[config.mk]
export PLATFORM = sky130hd
export DESIGN_NAME = pcm_box_decimator
export DESIGN_NICKNAME = d
export VERILOG_FILES = /design/src/hw/rtl/pbd_pkg.sv /design/src/hw/rtl/pcm_box_decimator.sv /design/src/hw/rtl/pbd_cfg.sv /design/src/hw/rtl/pbd_front.sv /design/src/hw/rtl/pbd_fifo.sv /design/src/hw/rtl/pbd_back.sv
export VERILOG_INCLUDE_DIRS = /design/src /design/src/hw/rtl
export SDC_FILE = /design/constraint.sdc
export NUM_CORES = 1
export LEC_CHECK = 0
export BUFFER_PORTS_ARGS = -buffer_cell sky130_fd_sc_hd__buf_2
export CAP_MARGIN = 25
export CORE_UTILIZATION = 60
export CTS_BUF_LIST = sky130_fd_sc_hd__clkbuf_8
export DETAILED_ROUTE_END_ITERATION = 12
export GPL_TIMING_DRIVEN = 0
export MAX_ROUTING_LAYER = met4
export PLACE_DENSITY_LB_ADDON = 0.08
export SYNTH_ARGS = -nofsm -noshare
export SYNTH_HDL_FRONTEND = slang
export SYNTH_HIERARCHICAL = 1
export SYNTH_SLANG_ARGS = --single-unit
export TNS_END_PERCENT = 50
[constraint.sdc]
create_clock -name clk_i -period 8.8 [get_ports clk_i]
set_clock_uncertainty 0.1 [all_clocks]
set_input_delay 0.88 -clock clk_i [delete_from_list [all_inputs] [get_ports clk_i]]
set_output_delay 0.88 -clock clk_i [all_outputs]
set_load 0.01 [all_outputs]
[src/hw/rtl/pcm_box_decimator_defines.svh]
// ----------------------------------------------------------------------------
// pcm_box_decimator_defines: assertion macros
// Concurrent assertion wrappers clocked on clk_i and held off during reset.
// ----------------------------------------------------------------------------
`ifndef PCM_BOX_DECIMATOR_DEFINES_SVH
`define PCM_BOX_DECIMATOR_DEFINES_SVH

`ifndef SYNTHESIS
// property must hold at every clock edge out of reset
`define PBD_ASSERT(name, prop, msg) \
  name: assert property (@(posedge clk_i) disable iff (!rst_ni) (prop)) else $error(msg);
// condition must never be seen out of reset
`define PBD_ASSERT_NEVER(name, cond, msg) \
  name: assert property (@(posedge clk_i) disable iff (!rst_ni) !(cond)) else $error(msg);
`else
`define PBD_ASSERT(name, prop, msg)
`define PBD_ASSERT_NEVER(name, cond, msg)
`endif

`endif

[src/hw/rtl/pbd_pkg.sv]
// ----------------------------------------------------------------------------
// pbd_pkg
// Shared types, constants and the sample cut function of the box decimator.
// ----------------------------------------------------------------------------
`default_nettype none

package pbd_pkg;

  // default parameter values
  localparam int unsigned OUT_RATE_DEF  = 44100;
  localparam int unsigned MAX_GROUP_DEF = 24;

  // register reset values
  localparam int unsigned SRC_RATE_RST     = 44100;
  localparam int unsigned SAMPLE_BYTES_RST = 2;

  // tenths of a second per output sample, scaled by the output rate
  localparam int unsigned TIME_STEP = 10;

  // widths
  localparam int unsigned RAW_W     = 24;
  localparam int unsigned SMP_W     = 16;
  localparam int unsigned RATE_W    = 18;
  localparam int unsigned FRAC_W    = 17;  // holds any remainder below 96000
  localparam int unsigned WHOLE_W   = 6;   // holds the quotient for rates above 8000
  localparam int unsigned GROUP_W   = 5;
  localparam int unsigned SUM_W     = 22;
  localparam int unsigned MAG_W     = SUM_W - 1;
  localparam int unsigned TENTHS_W  = 24;
  localparam int unsigned REG_IDX_W = 2;
  localparam int unsigned SB_W      = 2;

  // register indexes
  typedef enum logic [REG_IDX_W-1:0] {
    REG_SAMPLE_BYTES = 2'd0,
    REG_MONO_SOURCE  = 2'd1,
    REG_SOURCE_RATE  = 2'd2
  } reg_idx_e;

  // back end sequencer states
  typedef enum logic [1:0] {
    ST_IDLE,
    ST_DIV,
    ST_DONE
  } back_state_e;

  // configuration as seen by the front end
  typedef struct packed {
    logic [SB_W-1:0]    sample_bytes;
    logic               mono;
    logic [WHOLE_W-1:0] whole;
    logic [FRAC_W-1:0]  rem;
    logic               clr_frac;
    logic               busy;
  } cfg_t;

  // one finished group on its way to the divider
  typedef struct packed {
    logic signed [SUM_W-1:0] sum_l;
    logic signed [SUM_W-1:0] sum_r;
    logic [GROUP_W-1:0]      cnt;
  } grp_t;

  // cut a raw little-endian sample down to a signed 16-bit value
  function automatic logic signed [SMP_W-1:0] cut_sample(
    input logic [SB_W-1:0]  nbytes,
    input logic [RAW_W-1:0] raw
  );
    logic [SMP_W-1:0] v;
    unique case (nbytes)
      2'd1:    v = {raw[7:0], 8'h00};
      2'd2:    v = raw[15:0];
      2'd3:    v = raw[23:8];
      default: v = '0;
    endcase
    return $signed(v);
  endfunction

endpackage

`default_nettype wire

[src/hw/rtl/pcm_box_decimator.sv]
// ----------------------------------------------------------------------------
// pcm_box_decimator
// Averaging decimator from a source PCM rate to a fixed output rate.
// ----------------------------------------------------------------------------
// The front end takes one source frame per cycle whenever its two-entry group
// queue has room and no rate split is running; the back end works on one group
// at a time (one load, 21 restoring divide steps for both channels side by side,
// one result write that waits while the output is held), so it takes no new
// group before the last one is written. A write of source_rate occupies the
// config port while the rate is split; no frame is taken in that time.
`default_nettype none

`include "pcm_box_decimator_defines.svh"

module pcm_box_decimator #(
  parameter int unsigned OutRate  = pbd_pkg::OUT_RATE_DEF,
  parameter int unsigned MaxGroup = pbd_pkg::MAX_GROUP_DEF
) (
  input  wire logic                          clk_i,
  input  wire logic                          rst_ni,
  // source frames
  input  wire logic                          s_axis_tvalid,
  output      logic                          s_axis_tready,
  input  wire logic [47:0]                   s_axis_tdata,  // raw_left, raw_right
  // averaged output samples
  output      logic                          m_axis_tvalid,
  input  wire logic                          m_axis_tready,
  output      logic [55:0]                   m_axis_tdata,  // out_left, out_right, elapsed_tenths
  // register writes
  input  wire logic                          cfg_valid_i,
  output      logic                          cfg_ready_o,
  input  wire logic [pbd_pkg::REG_IDX_W-1:0] cfg_index_i,
  input  wire logic [pbd_pkg::RATE_W-1:0]    cfg_data_i
);
  import pbd_pkg::*;

  cfg_t                  cfg;
  grp_t                  grp_in, grp_out;
  logic                  push, pop, fifo_full, fifo_empty;
  logic signed [SMP_W-1:0] out_l, out_r;
  logic [TENTHS_W-1:0]   elapsed;

  // configuration and rate split
  pbd_cfg #(.OutRate(OutRate)) u_cfg (
    .clk_i,
    .rst_ni,
    .cfg_valid_i,
    .cfg_ready_o,
    .cfg_index_i,
    .cfg_data_i,
    .cfg_o (cfg)
  );

  // frame intake and group sums
  pbd_front #(.OutRate(OutRate), .MaxGroup(MaxGroup)) u_front (
    .clk_i,
    .rst_ni,
    .in_valid_i  (s_axis_tvalid),
    .in_ready_o  (s_axis_tready),
    .raw_left_i  (s_axis_tdata[RAW_W-1:0]),
    .raw_right_i (s_axis_tdata[2*RAW_W-1:RAW_W]),
    .cfg_i       (cfg),
    .full_i      (fifo_full),
    .push_o      (push),
    .grp_o       (grp_in)
  );

  // group queue
  pbd_fifo u_fifo (
    .clk_i,
    .rst_ni,
    .push_i  (push),
    .wdata_i (grp_in),
    .pop_i   (pop),
    .rdata_o (grp_out),
    .full_o  (fifo_full),
    .empty_o (fifo_empty)
  );

  // divide and time stamp
  pbd_back #(.OutRate(OutRate)) u_back (
    .clk_i,
    .rst_ni,
    .grp_i       (grp_out),
    .empty_i     (fifo_empty),
    .pop_o       (pop),
    .out_valid_o (m_axis_tvalid),
    .out_ready_i (m_axis_tready),
    .out_left_o  (out_l),
    .out_right_o (out_r),
    .elapsed_o   (elapsed)
  );

  assign m_axis_tdata = {elapsed, out_r, out_l};

  // checks
  `PBD_ASSERT_NEVER(a_fifo_overflow, push && fifo_full && !pop, "group queue overflow")
  `PBD_ASSERT_NEVER(a_fifo_underflow, pop && fifo_empty, "group queue underflow")
  `PBD_ASSERT_NEVER(a_frame_while_split, s_axis_tvalid && s_axis_tready && cfg.busy, "frame taken during rate split")
  `PBD_ASSERT(a_group_size, push |-> (grp_in.cnt != '0) && (grp_in.cnt <= GROUP_W'(MaxGroup)), "group size out of range")

endmodule

`default_nettype wire

[src/hw/rtl/pbd_cfg.sv]
// ----------------------------------------------------------------------------
// pbd_cfg
// Configuration registers and the serial split of the source rate into
// whole and remainder parts of source_rate / OutRate.
// ----------------------------------------------------------------------------
`default_nettype none

module pbd_cfg #(
  parameter int unsigned OutRate = pbd_pkg::OUT_RATE_DEF
) (
  input  wire logic                           clk_i,
  input  wire logic                           rst_ni,
  input  wire logic                           cfg_valid_i,
  output      logic                           cfg_ready_o,
  input  wire logic [pbd_pkg::REG_IDX_W-1:0]  cfg_index_i,
  input  wire logic [pbd_pkg::RATE_W-1:0]     cfg_data_i,
  output      pbd_pkg::cfg_t                  cfg_o
);
  import pbd_pkg::*;

  localparam logic [RATE_W-1:0]  OutRateV  = RATE_W'(OutRate);
  localparam logic [RATE_W-1:0]  RemRst    = RATE_W'(SRC_RATE_RST % OutRate);
  localparam logic [WHOLE_W-1:0] WholeRst  = WHOLE_W'(SRC_RATE_RST / OutRate);

  logic [SB_W-1:0]    sample_bytes_q;
  logic               mono_q;
  logic [RATE_W-1:0]  rem_q;
  logic [WHOLE_W-1:0] whole_q;
  logic               busy_q;
  logic               clr_q;
  logic               wr;

  assign wr          = cfg_valid_i && !busy_q;
  assign cfg_ready_o = !busy_q;

  // register writes and repeated subtraction of the output rate
  always_ff @(posedge clk_i or negedge rst_ni) begin
    if (!rst_ni) begin
      sample_bytes_q <= SB_W'(SAMPLE_BYTES_RST);
      mono_q         <= 1'b0;
      rem_q          <= RemRst;
      whole_q        <= WholeRst;
      busy_q         <= 1'b0;
      clr_q          <= 1'b0;
    end else begin
      clr_q <= 1'b0;
      if (busy_q) begin
        if (rem_q >= OutRateV) begin
          rem_q   <= rem_q - OutRateV;
          whole_q <= whole_q + WHOLE_W'(1);
        end else begin
          busy_q <= 1'b0;
        end
      end else if (wr) begin
        unique case (cfg_index_i)
          REG_SAMPLE_BYTES: sample_bytes_q <= cfg_data_i[SB_W-1:0];
          REG_MONO_SOURCE:  mono_q <= cfg_data_i[0];
          REG_SOURCE_RATE: begin
            rem_q   <= cfg_data_i;
            whole_q <= '0;
            busy_q  <= 1'b1;
            clr_q   <= 1'b1;
          end
          default: ;
        endcase
      end
    end
  end

  assign cfg_o.sample_bytes = sample_bytes_q;
  assign cfg_o.mono         = mono_q;
  assign cfg_o.whole        = whole_q;
  assign cfg_o.rem          = rem_q[FRAC_W-1:0];
  assign cfg_o.clr_frac     = clr_q;
  assign cfg_o.busy         = busy_q;

endmodule

`default_nettype wire

[src/hw/rtl/pbd_front.sv]
// ----------------------------------------------------------------------------
// pbd_front
// Takes source frames, sizes each group with the rate accumulator and sums
// both channels; a finished group is pushed into the queue.
// ----------------------------------------------------------------------------
`default_nettype none

module pbd_front #(
  parameter int unsigned OutRate  = pbd_pkg::OUT_RATE_DEF,
  parameter int unsigned MaxGroup = pbd_pkg::MAX_GROUP_DEF
) (
  input  wire logic                       clk_i,
  input  wire logic                       rst_ni,
  input  wire logic                       in_valid_i,
  output      logic                       in_ready_o,
  input  wire logic [pbd_pkg::RAW_W-1:0]  raw_left_i,
  input  wire logic [pbd_pkg::RAW_W-1:0]  raw_right_i,
  input  wire pbd_pkg::cfg_t              cfg_i,
  input  wire logic                       full_i,
  output      logic                       push_o,
  output      pbd_pkg::grp_t              grp_o
);
  import pbd_pkg::*;

  localparam logic [FRAC_W:0]    OutRateV = (FRAC_W + 1)'(OutRate);
  localparam logic [WHOLE_W:0]   MaxGrpW  = (WHOLE_W + 1)'(MaxGroup);

  logic [GROUP_W-1:0]      frames_q, frames_d;
  logic [GROUP_W-1:0]      target_q, target_d;
  logic signed [SUM_W-1:0] sum_l_q, sum_l_d;
  logic signed [SUM_W-1:0] sum_r_q, sum_r_d;
  logic [FRAC_W-1:0]       frac_q, frac_d;

  logic                    accept;
  logic                    start;
  logic [FRAC_W:0]         frac_sum;
  logic                    frac_ovf;
  logic [WHOLE_W:0]        size_raw;
  logic [GROUP_W-1:0]      size;
  logic [GROUP_W-1:0]      target;
  logic signed [SMP_W-1:0] smp_l, smp_r;
  logic [GROUP_W-1:0]      frames_inc;
  logic                    last;

  assign in_ready_o = !full_i && !cfg_i.busy;
  assign accept     = in_valid_i && in_ready_o;
  assign start      = (frames_q == '0);

  // group size from the fractional rate accumulator
  always_comb begin
    frac_sum = {1'b0, frac_q} + {1'b0, cfg_i.rem};
    frac_ovf = (frac_sum >= OutRateV);
    size_raw = {1'b0, cfg_i.whole} + {{WHOLE_W{1'b0}}, frac_ovf};
    if (size_raw == '0) begin
      size = GROUP_W'(1);
    end else if (size_raw > MaxGrpW) begin
      size = GROUP_W'(MaxGroup);
    end else begin
      size = size_raw[GROUP_W-1:0];
    end
  end

  assign target = start ? size : target_q;

  // sample cut and mono copy
  assign smp_l = cut_sample(cfg_i.sample_bytes, raw_left_i);
  assign smp_r = cfg_i.mono ? smp_l : cut_sample(cfg_i.sample_bytes, raw_right_i);

  assign frames_inc = frames_q + GROUP_W'(1);
  assign last       = (frames_inc >= target);

  // accumulate and close groups
  always_comb begin
    frames_d = frames_q;
    target_d = target_q;
    sum_l_d  = sum_l_q;
    sum_r_d  = sum_r_q;
    frac_d   = frac_q;
    push_o   = 1'b0;
    grp_o.sum_l = (start ? '0 : sum_l_q) + SUM_W'(smp_l);
    grp_o.sum_r = (start ? '0 : sum_r_q) + SUM_W'(smp_r);
    grp_o.cnt   = frames_inc;
    if (accept) begin
      if (start) begin
        target_d = size;
        frac_d   = frac_ovf ? FRAC_W'(frac_sum - OutRateV) : frac_sum[FRAC_W-1:0];
      end
      if (last) begin
        push_o   = 1'b1;
        frames_d = '0;
      end else begin
        frames_d = frames_inc;
        sum_l_d  = grp_o.sum_l;
        sum_r_d  = grp_o.sum_r;
      end
    end
    if (cfg_i.clr_frac) begin
      frac_d = '0;
    end
  end

  // control state
  always_ff @(posedge clk_i or negedge rst_ni) begin
    if (!rst_ni) begin
      frames_q <= '0;
      target_q <= '0;
      frac_q   <= '0;
    end else begin
      frames_q <= frames_d;
      target_q <= target_d;
      frac_q   <= frac_d;
    end
  end

  // running sums, only read inside a group
  always_ff @(posedge clk_i) begin
    sum_l_q <= sum_l_d;
    sum_r_q <= sum_r_d;
  end

endmodule

`default_nettype wire

[src/hw/rtl/pbd_fifo.sv]
// ----------------------------------------------------------------------------
// pbd_fifo
// Two-entry queue of finished groups between the front and back ends.
// ----------------------------------------------------------------------------
`default_nettype none

module pbd_fifo (
  input  wire logic          clk_i,
  input  wire logic          rst_ni,
  input  wire logic          push_i,
  input  wire pbd_pkg::grp_t wdata_i,
  input  wire logic          pop_i,
  output      pbd_pkg::grp_t rdata_o,
  output      logic          full_o,
  output      logic          empty_o
);
  import pbd_pkg::*;

  localparam int unsigned Depth = 2;
  localparam int unsigned PtrW  = $clog2(Depth);
  localparam int unsigned CntW  = $clog2(Depth + 1);

  grp_t            mem_q [Depth];
  logic [PtrW-1:0] wr_ptr_q;
  logic [PtrW-1:0] rd_ptr_q;
  logic [CntW-1:0] cnt_q;

  assign full_o  = (cnt_q == CntW'(Depth));
  assign empty_o = (cnt_q == '0);
  assign rdata_o = mem_q[rd_ptr_q];

  // pointers and fill level
  always_ff @(posedge clk_i or negedge rst_ni) begin
    if (!rst_ni) begin
      wr_ptr_q <= '0;
      rd_ptr_q <= '0;
      cnt_q    <= '0;
    end else begin
      if (push_i) wr_ptr_q <= wr_ptr_q + PtrW'(1);
      if (pop_i)  rd_ptr_q <= rd_ptr_q + PtrW'(1);
      priority if (push_i && !pop_i) begin
        cnt_q <= cnt_q + CntW'(1);
      end else if (pop_i && !push_i) begin
        cnt_q <= cnt_q - CntW'(1);
      end
    end
  end

  // entry storage
  always_ff @(posedge clk_i) begin
    if (push_i) mem_q[wr_ptr_q] <= wdata_i;
  end

endmodule

`default_nettype wire

[src/hw/rtl/pbd_back.sv]
// ----------------------------------------------------------------------------
// pbd_back
// Divides both group sums by the frame count with a shared-sequence
// restoring divider, advances the tenths counter and holds the result.
// ----------------------------------------------------------------------------
`default_nettype none

module pbd_back #(
  parameter int unsigned OutRate = pbd_pkg::OUT_RATE_DEF
) (
  input  wire logic                          clk_i,
  input  wire logic                          rst_ni,
  input  wire pbd_pkg::grp_t                 grp_i,
  input  wire logic                          empty_i,
  output      logic                          pop_o,
  output      logic                          out_valid_o,
  input  wire logic                          out_ready_i,
  output      logic signed [pbd_pkg::SMP_W-1:0] out_left_o,
  output      logic signed [pbd_pkg::SMP_W-1:0] out_right_o,
  output      logic [pbd_pkg::TENTHS_W-1:0]  elapsed_o
);
  import pbd_pkg::*;

  localparam int unsigned   StepW    = $clog2(MAG_W);
  localparam logic [StepW-1:0] LastStep = StepW'(MAG_W - 1);
  localparam logic [FRAC_W:0]  OutRateV = (FRAC_W + 1)'(OutRate);

  back_state_e state_q, state_d;

  logic [MAG_W-1:0]    dvd_l_q, dvd_r_q;
  logic [GROUP_W-1:0]  rem_l_q, rem_r_q;
  logic [GROUP_W-1:0]  div_q;
  logic                neg_l_q, neg_r_q;
  logic [StepW-1:0]    step_q;
  logic [FRAC_W-1:0]   tfrac_q;
  logic [TENTHS_W-1:0] tenths_q;
  logic                out_valid_q;
  logic signed [SMP_W-1:0] out_l_q, out_r_q;
  logic [TENTHS_W-1:0] elapsed_q;

  logic load, step, wr_out;
  logic [GROUP_W:0]    sh_l, sh_r;
  logic                ge_l, ge_r;
  logic [GROUP_W-1:0]  nrem_l, nrem_r;
  logic [SUM_W-1:0]    abs_l, abs_r;
  logic [SMP_W-1:0]    q_l, q_r;
  logic [FRAC_W:0]     tf_sum;
  logic                tf_ovf;

  // sequencer state
  always_ff @(posedge clk_i or negedge rst_ni) begin
    if (!rst_ni) state_q <= ST_IDLE;
    else         state_q <= state_d;
  end

  // next state and step strobes
  always_comb begin
    state_d = state_q;
    load    = 1'b0;
    step    = 1'b0;
    wr_out  = 1'b0;
    unique case (state_q)
      ST_IDLE: if (!empty_i) begin
        load    = 1'b1;
        state_d = ST_DIV;
      end
      ST_DIV: begin
        step = 1'b1;
        if (step_q == LastStep) state_d = ST_DONE;
      end
      ST_DONE: if (!out_valid_q || out_ready_i) begin
        wr_out  = 1'b1;
        state_d = ST_IDLE;
      end
      default: state_d = ST_IDLE;
    endcase
  end

  assign pop_o = load;

  // magnitudes of the incoming sums
  assign abs_l = grp_i.sum_l[SUM_W-1] ? SUM_W'(-grp_i.sum_l) : grp_i.sum_l;
  assign abs_r = grp_i.sum_r[SUM_W-1] ? SUM_W'(-grp_i.sum_r) : grp_i.sum_r;

  // one restoring step per lane
  always_comb begin
    sh_l   = {rem_l_q, dvd_l_q[MAG_W-1]};
    sh_r   = {rem_r_q, dvd_r_q[MAG_W-1]};
    ge_l   = (sh_l >= {1'b0, div_q});
    ge_r   = (sh_r >= {1'b0, div_q});
    nrem_l = ge_l ? GROUP_W'(sh_l - {1'b0, div_q}) : sh_l[GROUP_W-1:0];
    nrem_r = ge_r ? GROUP_W'(sh_r - {1'b0, div_q}) : sh_r[GROUP_W-1:0];
  end

  // divider datapath
  always_ff @(posedge clk_i) begin
    if (load) begin
      dvd_l_q <= abs_l[MAG_W-1:0];
      dvd_r_q <= abs_r[MAG_W-1:0];
      rem_l_q <= '0;
      rem_r_q <= '0;
      div_q   <= grp_i.cnt;
      neg_l_q <= grp_i.sum_l[SUM_W-1];
      neg_r_q <= grp_i.sum_r[SUM_W-1];
    end else if (step) begin
      dvd_l_q <= {dvd_l_q[MAG_W-2:0], ge_l};
      dvd_r_q <= {dvd_r_q[MAG_W-2:0], ge_r};
      rem_l_q <= nrem_l;
      rem_r_q <= nrem_r;
    end
  end

  // step counter
  always_ff @(posedge clk_i or negedge rst_ni) begin
    if (!rst_ni)   step_q <= '0;
    else if (load) step_q <= '0;
    else if (step) step_q <= step_q + StepW'(1);
  end

  // signed quotients, truncated toward zero
  assign q_l = neg_l_q ? SMP_W'(-dvd_l_q[SMP_W-1:0]) : dvd_l_q[SMP_W-1:0];
  assign q_r = neg_r_q ? SMP_W'(-dvd_r_q[SMP_W-1:0]) : dvd_r_q[SMP_W-1:0];

  // elapsed time in tenths of a second
  assign tf_sum = {1'b0, tfrac_q} + (FRAC_W + 1)'(TIME_STEP);
  assign tf_ovf = (tf_sum >= OutRateV);

  always_ff @(posedge clk_i or negedge rst_ni) begin
    if (!rst_ni) begin
      tfrac_q  <= '0;
      tenths_q <= '0;
    end else if (wr_out) begin
      tfrac_q <= tf_ovf ? FRAC_W'(tf_sum - OutRateV) : tf_sum[FRAC_W-1:0];
      if (tf_ovf) tenths_q <= tenths_q + TENTHS_W'(1);
    end
  end

  // output register
  always_ff @(posedge clk_i or negedge rst_ni) begin
    if (!rst_ni) begin
      out_valid_q <= 1'b0;
    end else if (wr_out) begin
      out_valid_q <= 1'b1;
    end else if (out_ready_i) begin
      out_valid_q <= 1'b0;
    end
  end

  always_ff @(posedge clk_i) begin
    if (wr_out) begin
      out_l_q   <= $signed(q_l);
      out_r_q   <= $signed(q_r);
      elapsed_q <= tf_ovf ? tenths_q + TENTHS_W'(1) : tenths_q;
    end
  end

  assign out_valid_o = out_valid_q;
  assign out_left_o  = out_l_q;
  assign out_right_o = out_r_q;
  assign elapsed_o   = elapsed_q;

endmodule

`default_nettype wire

==> results of run 1 <==
## cell usage in the layout (no fill, tap or decap), types with 72 or more instances in the layout
cell type | Yosys | layout
nand2_1 | 206 | 206
nor2_1 | 126 | 125
dfrtp_1 | 106 | 106
edfxtp_1 | 247 | 247
o21ai_0 | 154 | 154
a21oi_1 | 91 | 91
inv_1 | 64 | 87
xor2_1 | 72 | 72
xnor2_1 | 130 | 130
ha_1 | 94 | 94
buf_2 | 15 | 145
## layer usage
metal | wire length [µm] | share of wire, % | up-vias
met5 | 0 | 0 | -
met4 | 771 | 1.6 | 0
met3 | 2470 | 5.1 | 70
met2 | 21700 | 45 | 481
met1 | 23900 | 49 | 7968
li1 | - | - | 8113
## power groups by stage
| stage | combinational (mW) | sequential, mW | clock [mW] |
|---|---|---|---|
| 2_1_floorplan | 4.40 | 3.23 | 0 |
| 3_3_place_gp | 5.55 | 3.34 | 0 |
| 3_5_place_dp | 5.80 | 3.33 | 0 |
| 4_1_cts | 5.83 | 3.30 | 1.45 |
| 5_1_grt | 6.51 | 3.37 | 1.52 |
| 6_report | 5.88 | 3.30 | 1.41 |
## flip-flops by register name, summed over array words and instances (netlist names), 5 cells and up
signal,count
u_back/out_left_o,16
u_front/frames_q,5
u_back/dvd_l_q,21
u_back/out_right_o,16
u_fifo/mem_q,98
u_back/dvd_r_q,21
u_back/tfrac_q,16
u_back/tenths_q,24
u_back/div_q,5
u_cfg/whole_q,6
u_back/rem_l_q,5
u_front/frac_q,17
u_back/elapsed_o,24
u_front/sum_l_q,22
u_front/target_q,5
u_back/step_q,5
u_front/sum_r_q,22
u_cfg/rem_q,18
u_back/rem_r_q,5
## cell usage after synthesis, types with 15 or more instances
cell type    n  area share [%]
nand4_1     21            0.59
or4_1       15            0.51
and2_1      57             1.6
inv_1       64             1.1
a21o_1      29            0.98
ha_1        94             5.3
o31ai_1     26            0.88
nor2b_1     33            0.93
mux2_2      23             1.2
clkbuf_1    59             1.0
nor3_1      45             1.0
nand3_1     57             1.3
or3_1       20            0.56
xnor2_1    130             5.1
nor2_1     126             2.1
edfxtp_1   247              33
mux2_4      49             3.3
dfrtp_1    106              12
nand2_1    206             3.5
mux2i_1     25             1.1
and3_1      23            0.65
nand2b_1    22            0.62
a21oi_1     91             2.1
buf_4       21            0.71
xor2_1      72             2.8
buf_2       15            0.34
o21ai_0    154             3.5
## worst max-delay path by stage
| stage | end | slack [ps] |
|---|---|---|
| final | u_fifo/mem_q[0][41]$_DFFE_PP_ | 1100 |
| after global placement | u_fifo/mem_q[0][42]$_DFFE_PP_ | -1130 |
| after CTS | u_fifo/mem_q[0][6]$_DFFE_PP_ | 1260 |
| after floorplan | u_fifo/mem_q[0][0]$_DFFE_PP_ | 830 |
| after detailed placement | u_fifo/mem_q[0][44]$_DFFE_PP_ | 1290 |
| after global routing | u_fifo/mem_q[0][44]$_DFFE_PP_ | 460 |
## stage by stage
step                util, %  hold WS (ps)  total power [mW]  setup slack (ps)
finish                 67.5          84.3              10.6              1100
floorplan                 -           326              7.64               835
CTS                    67.5          54.0              10.6              1260
global placement       64.1           339              8.89             -1130
detailed placement     64.4           358              9.12              1290
global route           67.5          71.3              11.4               457
## logic make-up (layout without fill, tap and decap cells)
kind of cell               Yosys count  after routing  share of synthesized area (%)
muxes                               97             97                           5.62
buffers and inverters              174            422                           3.85
and+or+nand+nor                    677            677                           15.4
xor gates and xnor gates           202            202                           7.98
AOI/OAI and AO/OA                  493            493                           14.8
adders and majority gates           99             99                           5.76
DFF                                365            365                           46.6
## area by class of cell
type / instances / area (µm²) / share of cell area (%)
buffer: 109 / 614 / 2.49
sequential: 365 / 10300 / 41.8
timing repair buffer: 136 / 757 / 3.07
tap: 468 / 586 / 2.37
clock buffer: 67 / 922 / 3.74
multi-input combinational: 1568 / 11000 / 44.6
clock inverter: 45 / 214 / 0.867
inverter: 65 / 244 / 0.989
==> impl_metrics.toml, run 1 <==
[run_status]
status = "finished, final reports clean"

[drt]
drt-initial-drc-count = 1032
drcViolationCount = 0
firstDrtPassIters = 5
num_vias = 16600
ant_nets = 0
post_drt_wl_per_cell_um = 17.3
wl_um = 48800
vias_per_cell = 5.89

[critical_path]
r2r_setup_slack_ps = 1100
rr_startpoint = "u_cfg/rem_q[0]$_DFFE_PN0P_"
crit_start = "u_cfg/rem_q[0]$_DFFE_PN0P_"
crit_arrival_ps = 7930
reg2regPathDepth = 33
start_kind = "flip-flop"
cp_top_family = "compound AO/OA/AOI/OAI gates"
cpMostUsedCell = "ha_1"
critical_path_required_ps = 9030
worst_path_max_delay_cell = "o311ai_1"
r2r-end = "u_fifo/mem_q[0][41]$_DFFE_PP_"
worstSetupPathType = "flip-flop to flip-flop"
worstPathMaxFanout = 33
max_stage_delay_ps = 610
cp-end-kind = "flip-flop"
crit_cells = 33
critPathBufInv = 4

[cells_and_area]
fin_area_um2 = 24700
synthToLayoutAreaGrowth_pct = 11.3
fill_cells = 2880
drive_gt1_share_pct = 16.4
num_antenna_cells = 0
instances_no_fill = 2823
layout.nets = 2478

[placement]
port-buffer-count = 131
placed_area_um2 = 23500
placed_cells = 2711
dp_hpwl_um = 35400
place.gp.congestion = 0.913

[yosys]
syn-num-nets = 2279
synth_area_um2 = 22200
yosys_register_bits = 365
synthDistinctLibCells = 106
synth_ff_type = "edfxtp_1"
ys_async_sr_fraction_pct = 29.6
yosys_warnings = 6
seq_area_frac_synth_pct = 46.6
syn_avg_cell_area_um2 = 10.5
syn_inst = 2107
synth_edf_count = 247

[timing]
hold_viol_final = 0
clock.fmax_ghz = 0.130
relSlewSlack_pct = 28.4
tns_ps = 0
finalCritPeriodShare_pct = 87.5
maxSlewViolCount = 0
rsz0062_at_grt = "false"
period_needed_ps = 7700
final-setup-viol-count = 0
tightest_slew_ps = 1060

[cts]
htreeDepth = 2
cts_buffer_depth = 3
clk_latency_ps = 650
cts_sinks = 365
numCtsBuffers = 61
cts_hold_buffers = 0
cts_root_buf = "clkbuf_8"
cts_tree = "done"
ctsResizeCount = 0
cts.clk_slew.worst_paths_ps = 60
post-cts-setup-buffer-count = 0

[grt]
grt_max_degree = 66
met1_usage_pct = 37.9
overflow = 0
gr-usage-met3_pct = 3.70
grt_antenna_before_repair = 0
grt_usage_pct = 26.7
grt_pass1_vias = 15900
grt_use_met2_pct = 40.4
grt_pass1_wl_um = 79700
top_usage_layer = "met2"

[power]
p_sw_mw = 4.58
pwr-share-seq_pct = 31.2
p_per_area_nw_per_um2 = 430
p_sw_share_pct = 43.2
clockPowerShare_pct = 13.3
p_leak_nw = 10.3
p_int_mw = 6.02
combPwrFrac_pct = 55.5
vdd_ir_drop_max_mv = 0.300

[floorplan]
initial_core_util_pct = 60.7
die_w_um = 194
coreArea_um2 = 36500
die_area_um2 = 37700
die_height_um = 194
rows = 70
pin_count = 132

[run]
drv_cap = 0

[hold_path]
hold_class = "input pin to asynchronous set/reset pin"
Note: power is estimated with default switching activity, not from simulation.
==> run 2, diff against run 1 <==
==> constraint.sdc (replaced) <==
create_clock -name clk_i -period 8.1 [get_ports clk_i]
set_clock_uncertainty 0.1 [all_clocks]
set_input_delay 0.405 -clock clk_i [delete_from_list [all_inputs] [get_ports clk_i]]
set_output_delay 0.405 -clock clk_i [all_outputs]
set_load 0.01 [all_outputs]
==> impl_metrics.toml, run 2 (synthesis gave the netlist of run 1 again) <==
[critical_path]
crit_start = "u_cfg/rem_q[1]$_DFFE_PN0P_"
max_stage_delay_ps = 580
worstPathMaxFanout = 27
worstSetupPathType = "flip-flop to flip-flop"
r2r_setup_slack_ps = 550
reg2regPathDepth = 32
cp-end-kind = "flip-flop"
crit_arrival_ps = 7800
start_kind = "flip-flop"
cpMostUsedCell = "ha_1"
critical_path_required_ps = 8350
worst_path_max_delay_cell = "nor2_4"
r2r-end = "u_front/sum_l_q[11]$_DFFE_PP_"
rr_startpoint = "u_cfg/rem_q[1]$_DFFE_PN0P_"

[power]
p_leak_nw = 10.4
p_sw_mw = 4.99
p_per_area_nw_per_um2 = 464
pwr-share-seq_pct = 31.0
p_sw_share_pct = 43.2
vdd_ir_drop_max_mv = 0.325
p_int_mw = 6.58
combPwrFrac_pct = 55.7
clockPowerShare_pct = 13.3
power.total_mw = 11.6

[placement]
port-buffer-count = 131
place.gp.congestion = 0.913
placed_area_um2 = 23500
place_ws_ps = 587
dp_hpwl_um = 35400
placed_cells = 2711

[grt]
grt_usage_pct = 26.8
grt_pass1_wl_um = 80000
grt_pass1_vias = 16000
grt_max_degree = 66
overflow = 0
grt_antenna_before_repair = 0

[cts]
cts.clk_slew.worst_paths_ps = 60
cts_sinks = 365
cts_tree = "done"
htreeDepth = 2
numCtsBuffers = 61
clk_latency_ps = 650
cts_buffer_depth = 3
cts_root_buf = "clkbuf_8"

[floorplan]
die_height_um = 194
initial_core_util_pct = 60.7
die_w_um = 194
rows = 70
coreArea_um2 = 36500
die_area_um2 = 37700
pin_count = 132

[hold_path]
hold_depth = 4
worstHoldEndpoint = "u_cfg/rem_q[6]$_DFFE_PN0P_"
hp-start = "cfg_data_i[6]"
hold_class = "input pin to flip-flop"

[timing]
finalCritPeriodShare_pct = 93.2
period_needed_ps = 7550
maxSlewViolCount = 0
hold_viol_final = 0
layout_setup_ws_ps = 547
rsz0062_at_grt = "false"
tightest_slew_ps = 1060
relSlewSlack_pct = 28.4
final-setup-viol-count = 0
clock.fmax_ghz = 0.132

[cells_and_area]
num_antenna_cells = 0
fin_area_um2 = 24900
multiInputGateArea_um2 = 11000
mostFrequentLayoutCell = "edfxtp_1"
regMostFlops = "u_fifo/mem_q"
largest_reg_flops = 98
layout.nets = 2504
drive_gt1_share_pct = 16.6
instances_no_fill = 2849
layout_common_cells = "247 x edfxtp_1, 206 x nand2_1, 154 x o21ai_0"
fill_cells = 2853
regArea_um2 = 10300
synthToLayoutAreaGrowth_pct = 12.4

[drt]
wl_um = 49100
post_drt_wl_per_cell_um = 17.2
drt-initial-drc-count = 1026
num_vias = 16800
drcViolationCount = 0
vias_per_cell = 5.89
ant_nets = 0
firstDrtPassIters = 6

[run_status]
status = "finished, final reports clean"

[run]
drv_cap = 0
run 2: critical path, delay by kind of cell, from the launching register on:
| family | cells | cell delay, ps |
|---|---|---|
| adders and majority gates | 5 | 1170 |
| buffers and inverters | 4 | 740 |
| AOI/OAI and AO/OA | 9 | 1570 |
| and+or+nand+nor | 12 | 2610 |
| xor gates and xnor gates | 2 | 590 |
| DFF | 1 | 420 |
run 2: per-layer routing:
layer / share of wire, % / vias up / wire length [µm] / track usage, %
met5: 0 / - / 0 / -
met4: 1.6 / 0 / 788 / 7.29
met3: 5.1 / 68 / 2510 / 3.70
met2: 45 / 513 / 22000 / 40.6
met1: 48 / 8041 / 23800 / 37.9
li1: - / 8156 / - / -
run 2: how the worst max path moves through the flow:
stage,to,slack [ps],cells past startpoint
finish,u_front/sum_l_q[11]$_DFFE_PP_,550,32
global route,u_front/sum_r_q[3]$_DFFE_PP_,30,32
CTS,u_fifo/mem_q[0][6]$_DFFE_PP_,560,33
detailed placement,u_fifo/mem_q[0][44]$_DFFE_PP_,590,33
global placement,u_fifo/mem_q[0][42]$_DFFE_PP_,-1830,32
floorplan,u_fifo/mem_q[0][0]$_DFFE_PP_,130,32
run 2: through the flow:
step | util [%] | TNS, ps | hold WS [ps]
after global routing | 68.2 | 0 | 51.2
after global placement | 64.1 | -172080 | 339
final | 68.2 | 0 | 57.5
after CTS | 68.0 | 0 | 7.11
after floorplan | - | 0 | 9.41
after detailed placement | 64.4 | 0 | 280
run 2: cell type report:
| class | instances | share of cell area, % |
|---|---|---|
| multi-input combinational | 1568 | 44.2 |
| sequential | 365 | 41.4 |
| timing repair buffer | 162 | 3.99 |
| clock buffer | 67 | 3.70 |
| buffer | 109 | 2.47 |
| tap | 468 | 2.35 |
| inverter | 65 | 0.979 |
| clock inverter | 45 | 0.859 |
run 2: repair_timing:
item,4_1_cts,5_1_grt
hold buffers,17,0
setup endpoints to repair,0,99
setup buffers,0,9
resized for setup,0,1
endpoints found under the hold margin,64,0
run 2: power by group through the flow:
stage / Sequential, mW / Clock (mW) / Combinational, mW
floorplan: 3.51 / 0 / 4.78
global placement: 3.62 / 0 / 6.03
detailed placement: 3.62 / 0 / 6.30
CTS: 3.58 / 1.58 / 6.34
global route: 3.66 / 1.65 / 7.13
finish: 3.59 / 1.53 / 6.44
==> run 3, diff against run 2 <==
--- a/config.mk
+++ b/config.mk
@@ -6,13 +6,13 @@
 export SDC_FILE = /design/constraint.sdc
 export NUM_CORES = 1
 export LEC_CHECK = 0
+export ABC_AREA = 1
 export BUFFER_PORTS_ARGS = -buffer_cell sky130_fd_sc_hd__buf_2
 export CAP_MARGIN = 25
 export CORE_UTILIZATION = 60
 export CTS_BUF_LIST = sky130_fd_sc_hd__clkbuf_8
 export DETAILED_ROUTE_END_ITERATION = 12
 export GPL_TIMING_DRIVEN = 0
-export MAX_ROUTING_LAYER = met4
 export PLACE_DENSITY_LB_ADDON = 0.08
 export SYNTH_ARGS = -nofsm -noshare
 export SYNTH_HDL_FRONTEND = slang
==> impl_metrics.toml, run 3 <==
[run_status]
status = "finished, final reports clean"

[grt]
grt_usage_pct = 27.0
grt_max_degree = 84
grt_pass1_wl_um = 85300
overflow = 0
grt_pass1_vias = 17600
grt_antenna_before_repair = 0

[timing]
period_needed_ps = 6660
tns_ps = 0
relSlewSlack_pct = 49.7
final-setup-viol-count = 0
hold-worst-slack_ps = 112
clock.fmax_ghz = 0.150
maxSlewViolCount = 0
tightest_slew_ps = 754
finalCritPeriodShare_pct = 82.3
hold_viol_final = 0
rsz0062_at_grt = "false"
layout_setup_ws_ps = 1440

[power]
power.total_mw = 11.8
p_leak_nw = 12.5
p_int_mw = 6.51
vdd_ir_drop_max_mv = 0.206
pwr-share-seq_pct = 30.9
clockPowerShare_pct = 14.5
p_sw_share_pct = 44.8
combPwrFrac_pct = 54.7
p_sw_mw = 5.28
p_per_area_nw_per_um2 = 452

[drt]
vias_per_cell = 5.35
drcViolationCount = 0
firstDrtPassIters = 6
wl_um = 52700
post_drt_wl_per_cell_um = 14.9
drt-initial-drc-count = 1257
ant_nets = 0
num_vias = 19000

[yosys]
yosys.area.top_type = "edfxtp_1"
syn_avg_cell_area_um2 = 8.37
synthDistinctLibCells = 60
yosys-top-cells-count = "811 x nand2_1, 311 x inv_1, 247 x edfxtp_1, 218 x nor2_1, 147 x o21ai_0"
yosys_register_bits = 365
yosysMostFrequentCell = "nand2_1"
synth_edf_count = 247
ys_async_sr_fraction_pct = 29.6
synth_top_area_share_pct = 32.1
yosys_warnings = 6
synth_area_leaders = "edfxtp_1 32%, nand2_1 13%, dfrtp_1 11%"
synth_ff_type = "edfxtp_1"
syn_inst = 2760
syn-num-nets = 2932
synth_area_um2 = 23100
seq_area_frac_synth_pct = 44.7

[placement]
place.gp.congestion = 0.876
placed_cells = 3410
place_ws_ps = 1490
placed_area_um2 = 24600
dp_hpwl_um = 39700
port-buffer-count = 131

[critical_path]
worst_path_max_delay_cell = "nor2_4"
worstSetupPathType = "flip-flop to flip-flop"
critPathBufInv = 6
cp-end-kind = "flip-flop"
reg2regPathDepth = 30
worstPathMaxFanout = 31
critical_path_required_ps = 8340
r2r-end = "u_front/sum_r_q[12]$_DFFE_PP_"
crit_start = "u_cfg/rem_q[0]$_DFFE_PN0P_"
crit_arrival_ps = 6900
cpMostUsedCell = "ha_1"
rr_startpoint = "u_cfg/rem_q[0]$_DFFE_PN0P_"
max_stage_delay_ps = 520
crit_path_end = "u_front/sum_r_q[12]$_DFFE_PP_"
start_kind = "flip-flop"
cp_top_family = "simple AND/OR/NAND/NOR gates"
r2r_setup_slack_ps = 1440
crit_cells = 30

[cells_and_area]
regMostFlops = "u_fifo/mem_q"
largest_reg_flops = 98
synthToLayoutAreaGrowth_pct = 12.9
layout_common_cells = "810 x nand2_1, 326 x inv_1, 247 x edfxtp_1"
fin_area_um2 = 26100
mostFrequentLayoutCell = "nand2_1"
layout.nets = 3157
drive_gt1_share_pct = 13.1
fin_util_pct = 69.0
num_antenna_cells = 0
instances_no_fill = 3543

[cts]
post-cts-setup-buffer-count = 0
cts_sinks = 365
cts_root_buf = "clkbuf_8"
cts_buffer_depth = 3
cts.clk_slew.worst_paths_ps = 60
numCtsBuffers = 60
ctsResizeCount = 0
cts_tree = "done"
htreeDepth = 2
clk_latency_ps = 650

[floorplan]
pin_count = 132
initial_core_util_pct = 61.2
die_area_um2 = 39300
coreArea_um2 = 37800
die_w_um = 198
rows = 71
die_height_um = 198

[run]
drv_cap = 0

[hold_path]
hold_class = "input pin to asynchronous set/reset pin"
==> run 3: cell types whose count changed after synthesis, sizes merged, moves of 24 or more <==
cell	previous run	this run
a21o	29	4
and2	58	4
inv	64	323
mux2i	25	1
nand2	207	832
nand3	57	144
nand4	23	64
nor2	128	228
nor2b	33	0
xnor2	130	52
xor2	72	106
==> run 3: how the worst min path moves through the flow <==
stage	startpoint	slack [ps]	cells after the start	end
after CTS	rst_ni	50	2	u_back/tenths_q[11]$_DFFE_PN0P_
after floorplan	rst_ni	9	0	u_back/out_valid_o$_DFFE_PN0P_
after detailed placement	rst_ni	200	1	u_back/tenths_q[11]$_DFFE_PN0P_
after global placement	u_front/target_q[3]$_DFFE_PN0P_	360	2	u_front/target_q[3]$_DFFE_PN0P_
after global routing	rst_ni	100	2	u_back/step_q[1]$_DFFE_PN0P_
final	rst_ni	110	2	u_back/tenths_q[11]$_DFFE_PN0P_
==> run 3: cell type report <==
cell class | count | area [µm²]
Multi-Input combinational cell | 1973 | 10900
Clock buffer | 62 | 853
Timing Repair Buffer | 163 | 1050
Clock inverter | 47 | 409
Fill cell | 3038 | 11700
Tap cell | 511 | 639
Inverter | 329 | 1240
Buffer | 93 | 627
Sequential cell | 365 | 10300
==> run 3: layer usage <==
metal | track usage [%] | up-vias | routed length, µm
li1 | - | 9554 | -
met1 | 38.3 | 8821 | 25200
met2 | 43.2 | 536 | 23900
met3 | 4.07 | 53 | 2830
met4 | 6.75 | 0 | 765
met5 | 0 | - | 0
==> run 3: timing repair <==
item,in CTS,in global routing
hold buffers,24,0
endpoints found under the setup margin,0,0
endpoints found under the hold margin,129,0
==> run 3: logic make-up (layout without fill, tap and decap cells) <==
group           after synthesis  count (layout)  share of synthesized area, %
xor+xnor                    158             158                          6.14
mux                          50              50                          3.23
flops                       365             365                          44.7
buf+inv                     422             694                          8.07
fa+ha+maj                    99              99                          5.53
simple gates               1342            1342                          24.6
compound gates              324             324                          7.75
==> run 3: power groups by stage <==
stage	logic [mW]	registers, mW	clock network [mW]
after floorplan	4.80	3.56	0
after global placement	6.06	3.66	0
after detailed placement	6.35	3.66	0
after CTS	6.40	3.63	1.75
after global routing	7.22	3.71	1.82
final	6.45	3.64	1.70
